$ cat src/rtl/pidsl_pkg.sv
// Package for the PID step block: payload types, register codes, states and saturation helpers.
`default_nettype none
package pidsl_pkg;

	localparam int unsigned FRAC_W   = 16;
	localparam int unsigned CFG_W    = 32;
	localparam int unsigned CFG_IDX_W = 3;

	// Angle fold bounds, 180 and 360 degrees in Q16.16
	localparam logic signed [32:0] ANGLE_HALF = 33'sd11796480;
	localparam logic signed [32:0] ANGLE_FULL = 33'sd23592960;

	typedef struct packed {
		logic signed [31:0] target;
		logic signed [31:0] sensed;
		logic               clear_state;
	} pid_in_t;

	typedef struct packed {
		logic signed [31:0] drive;
		logic               integral_clamped;
		logic               drive_clamped;
	} pid_out_t;

	typedef enum logic [CFG_IDX_W-1:0] {
		CFG_GAIN_P,
		CFG_GAIN_I,
		CFG_GAIN_D,
		CFG_STEP_TIME,
		CFG_STEP_RATE,
		CFG_INT_LIMIT,
		CFG_OUT_LIMIT,
		CFG_WRAP_ANGLE
	} cfg_reg_t;

	typedef enum logic [3:0] {
		S_IDLE,
		S_ERR,
		S_DELTA,
		S_INT,
		S_ICLAMP,
		S_P1,
		S_P2,
		S_D1,
		S_D2,
		S_I1,
		S_I2,
		S_SUM,
		S_OUT
	} pid_state_t;

	// Saturate a 65-bit signed value to the signed 48-bit range
	function automatic logic signed [47:0] sat48(input logic signed [64:0] v);
		logic in_range;
		in_range = (&v[64:47]) || !(|v[64:47]);
		if (in_range)
			return v[47:0];
		else if (v[64])
			return {1'b1, 47'b0};
		else
			return {1'b0, {47{1'b1}}};
	endfunction

	// Saturate a 50-bit signed value to the signed 32-bit range
	function automatic logic signed [31:0] sat32(input logic signed [49:0] v);
		logic in_range;
		in_range = (&v[49:31]) || !(|v[49:31]);
		if (in_range)
			return v[31:0];
		else if (v[49])
			return {1'b1, 31'b0};
		else
			return {1'b0, {31{1'b1}}};
	endfunction

endpackage
`default_nettype wire

$ cat src/rtl/pid_step_with_limits_top.sv
// PID step with integral and output clamps, one shared 48x16 multiplier under a sequencer.
//
// Usage: one input word (target, sensed, clear_state) yields one output word
// (drive, integral_clamped, drive_clamped). Both channels use valid/ready;
// a word moves at a rising edge with valid and ready high.
// Gains, step time/rate, limits and the angle fold are set through the write
// port (cfg_wr_en, cfg_index, cfg_data) while no sample is in flight.
// in_ready is high only while the sequencer is idle, so the next sample is
// taken only after the last one has left the sequencer; a clear_state word
// goes from S_ERR straight to S_OUT.
// The sequence is set by the single multiplier: S_ERR forms the error,
// then eight back-to-back passes (integral step, derivative, and two 48x16
// passes for each gain term), S_I2 and S_SUM finish the last term and the
// sum, and S_OUT loads the output register.
// The output register lets the next sample enter while a result waits; a
// stalled receiver holds the sequencer in its last state until the word
// is taken.
// Reset clears the stored error and integral, loads the default register
// values and drops out_valid.
`default_nettype none
module pid_step_with_limits_top
	import pidsl_pkg::*;
(
	input  wire logic                 clk,
	input  wire logic                 arst_n,
	input  wire logic                 in_valid,
	output logic                      in_ready,
	input  wire pid_in_t              in_data,
	output logic                      out_valid,
	input  wire logic                 out_ready,
	output pid_out_t                  out_data,
	input  wire logic                 cfg_wr_en,
	input  wire logic [CFG_IDX_W-1:0] cfg_index,
	input  wire logic [CFG_W-1:0]     cfg_data
);

	// Configuration registers
	logic [31:0] gain_p_q, gain_i_q, gain_d_q;
	logic [15:0] step_time_q, step_rate_q;
	logic [30:0] ilim_q, olim_q;
	logic        wrap_q;

	// Sequencer and datapath state
	pid_state_t         state_q, state_d;
	logic signed [31:0] tgt_q, sns_q;
	logic               clr_q;
	logic signed [31:0] err_q, prev_q;
	logic signed [32:0] delta_q;
	logic signed [47:0] integ_q, der_q;
	logic signed [63:0] prod_q;
	logic signed [64:0] tacc_q;
	logic signed [49:0] sum_q;
	logic               iflag_q;
	logic               out_valid_q;
	pid_out_t           out_data_q;

	// Control and combinational datapath signals
	logic               in_accept;
	logic               out_load;
	logic signed [47:0] mul_a;
	logic [15:0]        mul_b;
	logic signed [63:0] mul_p;
	logic signed [32:0] diff, folded;
	logic signed [31:0] err_next;
	logic signed [48:0] integ_sum;
	logic signed [47:0] integ_sat, lim48;
	logic signed [49:0] olim50;
	logic signed [47:0] term;
	pid_out_t           res;

	assign in_accept = in_valid && in_ready;
	assign out_valid = out_valid_q;
	assign out_data  = out_data_q;

	// Write configuration registers
	always_ff @(posedge clk or negedge arst_n) begin
		if (!arst_n) begin
			gain_p_q    <= 32'd65536;
			gain_i_q    <= '0;
			gain_d_q    <= '0;
			step_time_q <= 16'd131;
			step_rate_q <= 16'd500;
			ilim_q      <= '0;
			olim_q      <= '0;
			wrap_q      <= 1'b0;
		end else if (cfg_wr_en) begin
			case (cfg_index)
				CFG_GAIN_P:     gain_p_q    <= cfg_data;
				CFG_GAIN_I:     gain_i_q    <= cfg_data;
				CFG_GAIN_D:     gain_d_q    <= cfg_data;
				CFG_STEP_TIME:  step_time_q <= cfg_data[15:0];
				CFG_STEP_RATE:  step_rate_q <= cfg_data[15:0];
				CFG_INT_LIMIT:  ilim_q      <= cfg_data[30:0];
				CFG_OUT_LIMIT:  olim_q      <= cfg_data[30:0];
				CFG_WRAP_ANGLE: wrap_q      <= cfg_data[0];
				default: ;
			endcase
		end
	end

	// Advance the sequencer
	always_ff @(posedge clk or negedge arst_n) begin
		if (!arst_n)
			state_q <= S_IDLE;
		else
			state_q <= state_d;
	end

	// Next state
	always_comb begin
		state_d = state_q;
		case (state_q)
			S_IDLE:   if (in_valid) state_d = S_ERR;
			S_ERR:    state_d = clr_q ? S_OUT : S_DELTA;
			S_DELTA:  state_d = S_INT;
			S_INT:    state_d = S_ICLAMP;
			S_ICLAMP: state_d = S_P1;
			S_P1:     state_d = S_P2;
			S_P2:     state_d = S_D1;
			S_D1:     state_d = S_D2;
			S_D2:     state_d = S_I1;
			S_I1:     state_d = S_I2;
			S_I2:     state_d = S_SUM;
			S_SUM:    state_d = S_OUT;
			S_OUT:    if (!out_valid_q || out_ready) state_d = S_IDLE;
			default:  state_d = S_IDLE;
		endcase
	end

	// Sequencer outputs: handshake and multiplier operand select
	always_comb begin
		in_ready = (state_q == S_IDLE);
		out_load = (state_q == S_OUT) && (!out_valid_q || out_ready);
		mul_a    = '0;
		mul_b    = '0;
		case (state_q)
			S_DELTA: begin
				mul_a = {{16{err_q[31]}}, err_q};
				mul_b = step_time_q;
			end
			S_INT: begin
				mul_a = {{15{delta_q[32]}}, delta_q};
				mul_b = step_rate_q;
			end
			S_ICLAMP: begin
				mul_a = {{16{err_q[31]}}, err_q};
				mul_b = gain_p_q[15:0];
			end
			S_P1: begin
				mul_a = {{16{err_q[31]}}, err_q};
				mul_b = gain_p_q[31:16];
			end
			S_P2: begin
				mul_a = der_q;
				mul_b = gain_d_q[15:0];
			end
			S_D1: begin
				mul_a = der_q;
				mul_b = gain_d_q[31:16];
			end
			S_D2: begin
				mul_a = integ_q;
				mul_b = gain_i_q[15:0];
			end
			S_I1: begin
				mul_a = integ_q;
				mul_b = gain_i_q[31:16];
			end
			default: ;
		endcase
	end

	// Shared multiplier: signed 48 bits by unsigned 16 bits, full 64-bit product
	assign mul_p = $signed({{16{mul_a[47]}}, mul_a}) * $signed({1'b0, mul_b});

	// Form the error, fold it once by a full turn when enabled and it lies outside -180..180, saturate
	always_comb begin
		diff = {tgt_q[31], tgt_q} - {sns_q[31], sns_q};
		folded = diff;
		if (wrap_q && (diff > ANGLE_HALF))
			folded = diff - ANGLE_FULL;
		else if (wrap_q && (diff < -ANGLE_HALF))
			folded = diff + ANGLE_FULL;
		err_next = sat32({{17{folded[32]}}, folded});
	end

	// Integral step and limit
	assign integ_sum = {integ_q[47], integ_q} + {prod_q[63], prod_q[63:16]};
	assign integ_sat = sat48({{16{integ_sum[48]}}, integ_sum});
	assign lim48     = $signed({17'b0, ilim_q});

	// Saturated term from the accumulator
	assign term = sat48(tacc_q);

	// Output clamp
	assign olim50 = $signed({19'b0, olim_q});
	always_comb begin
		res.integral_clamped = iflag_q;
		res.drive_clamped    = 1'b0;
		res.drive            = sat32(sum_q);
		if (olim_q != '0) begin
			if (sum_q > olim50) begin
				res.drive         = $signed({1'b0, olim_q});
				res.drive_clamped = 1'b1;
			end else if (sum_q < -olim50) begin
				res.drive         = -$signed({1'b0, olim_q});
				res.drive_clamped = 1'b1;
			end
		end
	end

	// Datapath registers without reset
	always_ff @(posedge clk) begin
		prod_q <= mul_p;
		if (in_accept) begin
			tgt_q <= in_data.target;
			sns_q <= in_data.sensed;
			clr_q <= in_data.clear_state;
		end
		case (state_q)
			S_ERR: begin
				err_q <= err_next;
				if (clr_q)
					sum_q <= '0;
			end
			S_DELTA:  delta_q <= {err_q[31], err_q} - {prev_q[31], prev_q};
			S_ICLAMP: der_q <= sat48({prod_q[63], prod_q});
			S_P1:     tacc_q <= {prod_q[63], prod_q >>> FRAC_W};
			S_P2:     tacc_q <= tacc_q + {prod_q[63], prod_q};
			S_D1: begin
				tacc_q <= {prod_q[63], prod_q >>> FRAC_W};
				sum_q  <= {{2{term[47]}}, term};
			end
			S_D2:     tacc_q <= tacc_q + {prod_q[63], prod_q};
			S_I1: begin
				tacc_q <= {prod_q[63], prod_q >>> FRAC_W};
				sum_q  <= sum_q + {{2{term[47]}}, term};
			end
			S_I2:     tacc_q <= tacc_q + {prod_q[63], prod_q};
			S_SUM:    sum_q <= sum_q + {{2{term[47]}}, term};
			default: ;
		endcase
		if (out_load)
			out_data_q <= res;
	end

	// Controller state: previous error, integral and its clamp flag
	always_ff @(posedge clk or negedge arst_n) begin
		if (!arst_n) begin
			prev_q  <= '0;
			integ_q <= '0;
			iflag_q <= 1'b0;
		end else begin
			case (state_q)
				S_ERR: begin
					if (clr_q) begin
						prev_q  <= '0;
						integ_q <= '0;
						iflag_q <= 1'b0;
					end
				end
				S_DELTA: prev_q <= err_q;
				S_INT:   integ_q <= integ_sat;
				S_ICLAMP: begin
					if ((ilim_q != '0) && (integ_q > lim48)) begin
						integ_q <= lim48;
						iflag_q <= 1'b1;
					end else if ((ilim_q != '0) && (integ_q < -lim48)) begin
						integ_q <= -lim48;
						iflag_q <= 1'b1;
					end else begin
						iflag_q <= 1'b0;
					end
				end
				default: ;
			endcase
		end
	end

	// Hold the output word until taken
	always_ff @(posedge clk or negedge arst_n) begin
		if (!arst_n)
			out_valid_q <= 1'b0;
		else if (out_load)
			out_valid_q <= 1'b1;
		else if (out_ready)
			out_valid_q <= 1'b0;
	end

	// Clear path zeroes the stored state and the sum before the output stage
	a_clear_path: assert property (@(posedge clk) disable iff (!arst_n)
		(state_q == S_ERR && clr_q) |=>
			(state_q == S_OUT && sum_q == '0 && integ_q == '0 && prev_q == '0))
		else $error("clear word left state or sum nonzero");

	// Integral stays within its limit after the clamp step
	a_int_limit: assert property (@(posedge clk) disable iff (!arst_n)
		(state_q == S_ICLAMP && ilim_q != '0) |=>
			(integ_q <= $past(lim48) && integ_q >= -$past(lim48)))
		else $error("integral outside its limit after clamp");

	// No integral flag without an integral limit
	a_int_flag: assert property (@(posedge clk) disable iff (!arst_n)
		(state_q == S_ICLAMP && ilim_q == '0) |=> !iflag_q)
		else $error("integral flag set with limit disabled");

	// No output flag without an output limit
	a_out_flag: assert property (@(posedge clk) disable iff (!arst_n)
		(out_load && olim_q == '0) |=> (out_valid_q && !out_data_q.drive_clamped))
		else $error("output flag set with limit disabled");

endmodule
`default_nettype wire

$ cat config.mk
export PLATFORM = sky130hd
export DESIGN_NAME = pid_step_with_limits_top
export DESIGN_NICKNAME = d
export VERILOG_FILES = /design/src/rtl/pidsl_pkg.sv /design/src/rtl/pid_step_with_limits_top.sv
export SDC_FILE = /design/constraint.sdc
export NUM_CORES = 2
export LEC_CHECK = 0
export BUFFER_PORTS_ARGS = -buffer_cell sky130_fd_sc_hd__clkbuf_2
export CAP_MARGIN = 20
export CORE_MARGIN = 2
export CORE_UTILIZATION = 50
export CTS_CLUSTER_SIZE = 16
export DETAILED_ROUTE_END_ITERATION = 10
export PLACE_DENSITY = 0.68
export SYNTH_ARGS = -nofsm -noshare
export SYNTH_HDL_FRONTEND = slang
export SYNTH_SLANG_ARGS = --single-unit
$ cat constraint.sdc
create_clock -name clk -period 9.7 [get_ports clk]
set_input_delay 0.485 -clock clk [delete_from_list [all_inputs] [get_ports clk]]
set_output_delay 0.485 -clock clk [all_outputs]
set_load 0.02 [all_outputs]
# [After elaboration in Yosys (flattened, before gate mapping)]
# Cells that the tools add are included.
[totals] reg_bits=668 inputBits=105
[classes] n_addsub=10 mul=1 n_lt_le_gt_ge=6 eq_ne=23 mux=38 reduce_logical=57
[op_table] op="two-way mux 48 bit" n=9
[op_table] op="two-way mux 32 bit" n=8
[op_table] op="case mux 48 bit (4 select lines)" n=1
[op_table] op="case mux 50 bit (3 select lines)" n=1
[op_table] op="case mux 48 bit (3 select lines)" n=1
[op_table] op="case mux 65 bit (2 select lines)" n=1
[op_table] op="case mux 16 bit (8 select lines)" n=1
[op_table] op="two-way mux 33 bit" n=2
[op_table] op="subtractor 32 x 32 -> 33 bit" n=2
[op_table] op="adder 65 bit" n=1
[op_table] op="multiplier 48 x 17 -> 64 bit" n=1
[op_table] op="case mux 32 bit (2 select lines)" n=1
[op_table] op="nonzero test 31 bit" n=2
[op_table] op="case mux 4 bit (13 select lines)" n=1
[op_table] op="adder 50 bit" n=1
[op_table] op="> comparator 50 x 32 -> 1 bit" n=1
[op_table] op="< comparator 50 bit" n=1
[op_table] op="two-way mux 50 bit" n=1
[op_table] op="negation 31 -> 50 bit" n=1
[op_table] op="adder 48 x 48 -> 49 bit" n=1
[op_table] op="> comparator 48 x 32 -> 1 bit" n=1
[op_table] op="< comparator 48 bit" n=1
[op_table] op="negation 31 -> 48 bit" n=1
[op_table] op="adder 33 x 26 -> 33 bit (second input constant)" n=1
[op_table] op="other kinds (33)" n=93

# [Depth between registers and ports, before layout]
[depth] ltp_word=9 depth_mapped=37 depth_no_buf=33

# [Worst setup path before layout]
# Ideal clock, no wire load.
[synth_timing] kind="flip-flop to flip-flop" from="register state_q[0]" to="register prod_q[41]" t_arrival_ns=8.923 slack_ns=0.704 path_stages_with_launch=35 n_path_buf=5 period_less_slack_ns=8.996 path_cell_list="dfrtp_1 -> clkbuf_1 -> nand2_1 -> nor3_1 -> clkbuf_1 -> clkbuf_1 -> a22oi_1 -> nand4_1 -> clkbuf_1 -> buf_1 -> nand2_1 -> fa_1 -> inv_1 -> fa_1 -> inv_1 -> fa_1 -> inv_1 -> fa_1 -> fa_1 -> inv_1 -> fa_1 -> inv_1 -> ha_1 -> and4_1 -> o21a_1 -> a211oi_1 -> nor2_1 -> a21o_1 -> a21o_1 -> a311oi_1 -> o31ai_1 -> a221o_1 -> a21o_1 -> a221oi_1 -> xnor2_1"
[synth_via] elab_chain_len=4
[synth_lines] item="start: declaration" line="pid_step_with_limits_top.sv:44" text="pid_state_t state_q, state_d;"
[synth_lines] item="start signal: assignment" line="pid_step_with_limits_top.sv:106" text="state_q <= state_d;"
[synth_lines] item="equality test 4 x 3 -> 1 bit (tied with other cells)" line="pid_step_with_limits_top.sv:136" text="case (state_q)"
[synth_lines] item="OR reduction 3 bit (no source line) or OR reduction 2 bit (tied branches)"
[synth_lines] item="case mux 48 bit (4 select lines)" line="pid_step_with_limits_top.sv:136"
[synth_lines] item="multiplier 48 x 17 -> 64 bit (*)" line="pid_step_with_limits_top.sv:174" text="assign mul_p = $signed({{16{mul_a[47]}}, mul_a}) * $signed({1'b0, mul_b});"
[synth_lines] item="via mul_p[41]" line="pid_step_with_limits_top.sv:62" text="logic signed [63:0] mul_p;"
[synth_lines] item="end signal: assignment" line="pid_step_with_limits_top.sv:214" text="prod_q <= mul_p;"
[synth_lines] item="end: declaration" line="pid_step_with_limits_top.sv:50" text="logic signed [63:0] prod_q;"
# The timed path passes the listed nets; every way through them passes the cells marked *.
# A chain may end at the register's enable or synchronous reset.

# [Final worst setup path]
[layout_timing] from="register state_q[1]" to="register prod_q[57]"
# The elaborated chain is that of the path after synthesis.

==> reports/metrics.cfg <==
[cells_and_area]
post-route-util_pct = 55.2
nFillCells = 12600
final_nets = 9026
area_growth_syn_to_layout_pct = 9.85
fraction_of_layout_cells_with_a_size_suffix_above_1_pct = 9.95
layout_commonest_cell = sky130_fd_sc_hd__inv_1
layout_common_cells = sky130_fd_sc_hd__inv_1, sky130_fd_sc_hd__nand2_1, sky130_fd_sc_hd__fa_1

[floorplanning]
rows = 137
starting_density_of_the_core_pct = 50.3
core_area_um2 = 139000
io-pin-count = 141
floorplan.die_area_um2 = 143000
die_span_y_um = 378
die_x_um = 378

[route]
dr_total_vias = 58300
drt_drc = 0
drt_pre_antenna_iters = 10
initialDrtViolationCount = 6135
post_drt_via_cell_ratio = 6.06
routed_wirelength_um = 229000
wire_per_inst_um = 23.8
ant_nets = 0

[timing]
worst_pin_slew_ns = 1.17
timing.fmax_mhz = 106
min_period_over_period_pct = 97.0
max_slew_margin_pct = 21.3
setup_total_negative_slack_ns = 0
postLayoutSetupSlackWorst_ns = 0.290
finalSetupViolCount = 0
final.setup_skew_ns = 0.0359
timing_max_transition_violations_final = 0
hold_ws_ns = 0.0973
period_minus_slack_ns = 9.41
finalHoldViolations = 0

[yosys]
synth_ff_type = sky130_fd_sc_hd__edfxtp_1
syn_inst_count = 7529
synth_area_per_cell_um2 = 9.29
async_reset_ff_share_pct = 41.5
synth_area_um2 = 70000
synth_largest_type_area_fraction_pct = 20.4
post_synth_edffs = 327
synth-seq-area-share_pct = 25.8
yosysUniqueCellTypes = 101
ys_seq_elements = 668
post_synth_main_area_contributors = sky130_fd_sc_hd__fa_1, sky130_fd_sc_hd__edfxtp_1, sky130_fd_sc_hd__ha_1
synthesis.nets = 8882
yosys.area.top_type = sky130_fd_sc_hd__fa_1
ys.warnings.count = 0

[critical_path]
max_stage_delay_ns = 0.62
setup.worst_path.class = reg -> reg
critical_path.startpoint_type = register
worst-path-max-fanout = 37
timing.critical_path.required_ns = 10.23
critical_path_arrival_ns = 9.94
critPathCaptureType = register
slowest_stage = sky130_fd_sc_hd__fa_1
path_common_cell = sky130_fd_sc_hd__fa_1

[clock_tree]
cts.sink_count = 668
cts-root-to-sink-buffers = 3
cts_tree = done
cts-buffers-inserted = 72
clockRootBuffer = sky130_fd_sc_hd__clkbuf_16
htree_num_levels = 3
worst_skew_pair.late_latency_ns = 0.67
clk_pin_slew_worst_paths_ns = 0.07

[global_route]
grt_total_usage_pct = 32.1
first_global_vias = 57300
grt_pass1_wl_um = 349000
grt_remaining_overflow = 0
grt_antenna_before_repair = 2
grt_max_degree = 94

[place]
dp.final_hpwl_um = 178000
routabilityCongestion = 0.992
dp_slack_ns = 0.268
port_buffers = 140

[status]
run_status = complete, no violations

[run]
number_of_max_cap_violations = 0

[min_path]
hp-class = in -> reg

[kinds of logic (layout without fill, tap and decap cells)]
| family | Yosys count | count (layout) | synth area share (%) |
|---|---|---|---|
| AOI/OAI and AO/OA | 1697 | 1697 | 16.5 |
| xor gates and xnor gates | 351 | 351 | 4.40 |
| adders and majority gates | 1251 | 1251 | 30.0 |
| buffers and inverters | 1406 | 1606 | 7.58 |
| DFF | 668 | 668 | 25.8 |
| muxes | 198 | 198 | 3.18 |
| other | 0 | 7 | 0 |
| and+or+nand+nor | 1958 | 1961 | 12.5 |
[through the flow]
stage	cells	instance area (um^2)
6_report	9615	76900
2_1_floorplan	7529	70000
4_1_cts	9598	76600
3_3_place_gp	9398	73500
3_5_place_dp	9399	73500
5_1_grt	9608	76800
[worst max-delay path, delay by kind of cell, from the launching register on]
family / cells / cell delay [ns]
compound gates: 11 / 2.89
fa+ha+maj: 7 / 3.48
buf+inv: 8 / 1.42
xor+xnor: 1 / 0.13
flops: 1 / 0.60
simple gates: 4 / 0.71
[path summary, 6_finish.rpt]
| check | cells after the start | startpoint | slack [ns] | end |
|---|---|---|---|---|
| worst min register to register | 1 | gain_i_q[4]$_DFFE_PN0P_ | 0.51 | gain_i_q[4]$_DFFE_PN0P_ |
| worst max register to register | 31 | state_q[1]$_DFFE_PN0P_ | 0.29 | prod_q[57]$_DFF_P_ |
| worst max-delay path | 31 | state_q[1]$_DFFE_PN0P_ | 0.29 | prod_q[57]$_DFF_P_ |
| max in group asynchronous | 5 | arst_n | 7.51 | integ_q[45]$_DFFE_PN0P_ |
| min in group asynchronous | 2 | arst_n | 0.37 | olim_q[13]$_DFFE_PN0P_ |
| worst min-delay path | 2 | cfg_data[31] | 0.1 | gain_p_q[31]$_DFFE_PN0P_ |
[layer usage]
metal / GRT usage (%) / wire, um
met5: 0 / 0
met4: 14.4 / 11500
met3: 4.96 / 22700
met2: 47.1 / 96600
met1: 46.8 / 97800
[Yosys cell counts, types with 192 or more instances]
master                     count
sky130_fd_sc_hd__a21o_1      323
sky130_fd_sc_hd__a21oi_1     361
sky130_fd_sc_hd__clkbuf_1    302
sky130_fd_sc_hd__dfrtp_1     267
sky130_fd_sc_hd__edfxtp_1    327
sky130_fd_sc_hd__fa_1        713
sky130_fd_sc_hd__ha_1        535
sky130_fd_sc_hd__inv_1      1060
sky130_fd_sc_hd__mux2_2      192
sky130_fd_sc_hd__nand2_1     768
sky130_fd_sc_hd__nor2_1      612
sky130_fd_sc_hd__o21ai_0     296
sky130_fd_sc_hd__xnor2_1     264
[state kept, by name, summed over array words and instances (netlist names), 32 cells and up]
register  cells
tgt_q        32
gain_d_q     32
gain_p_q     32
prod_q       64
delta_q      33
gain_i_q     32
sns_q        32
err_q        32
out_data     34
integ_q      48
tacc_q       65
der_q        48
prev_q       32
sum_q        50
[repair_timing]
action	CTS	global route
endpoints found under the setup margin	0	12
gates resized for setup	0	28
endpoints found under the hold margin	145	0
buffers inserted	0	3
hold buffers	66	0
[cell type report]
class                      instances  area (um^2)  share of cell area, %
clock inverter                    35          415                  0.540
inverter                        1061         3990                   5.19
clock buffer                      98         2080                   2.71
multi-input combinational       5458        46900                   61.0
tap                             1876         2350                   3.05
antenna                            7         17.5                 0.0228
timing repair buffer             412         3100                   4.03
sequential                       668        18000                   23.5
Power is not shown: default switching activity piles up to over one toggle a cycle in this logic, so the estimate is an artifact.
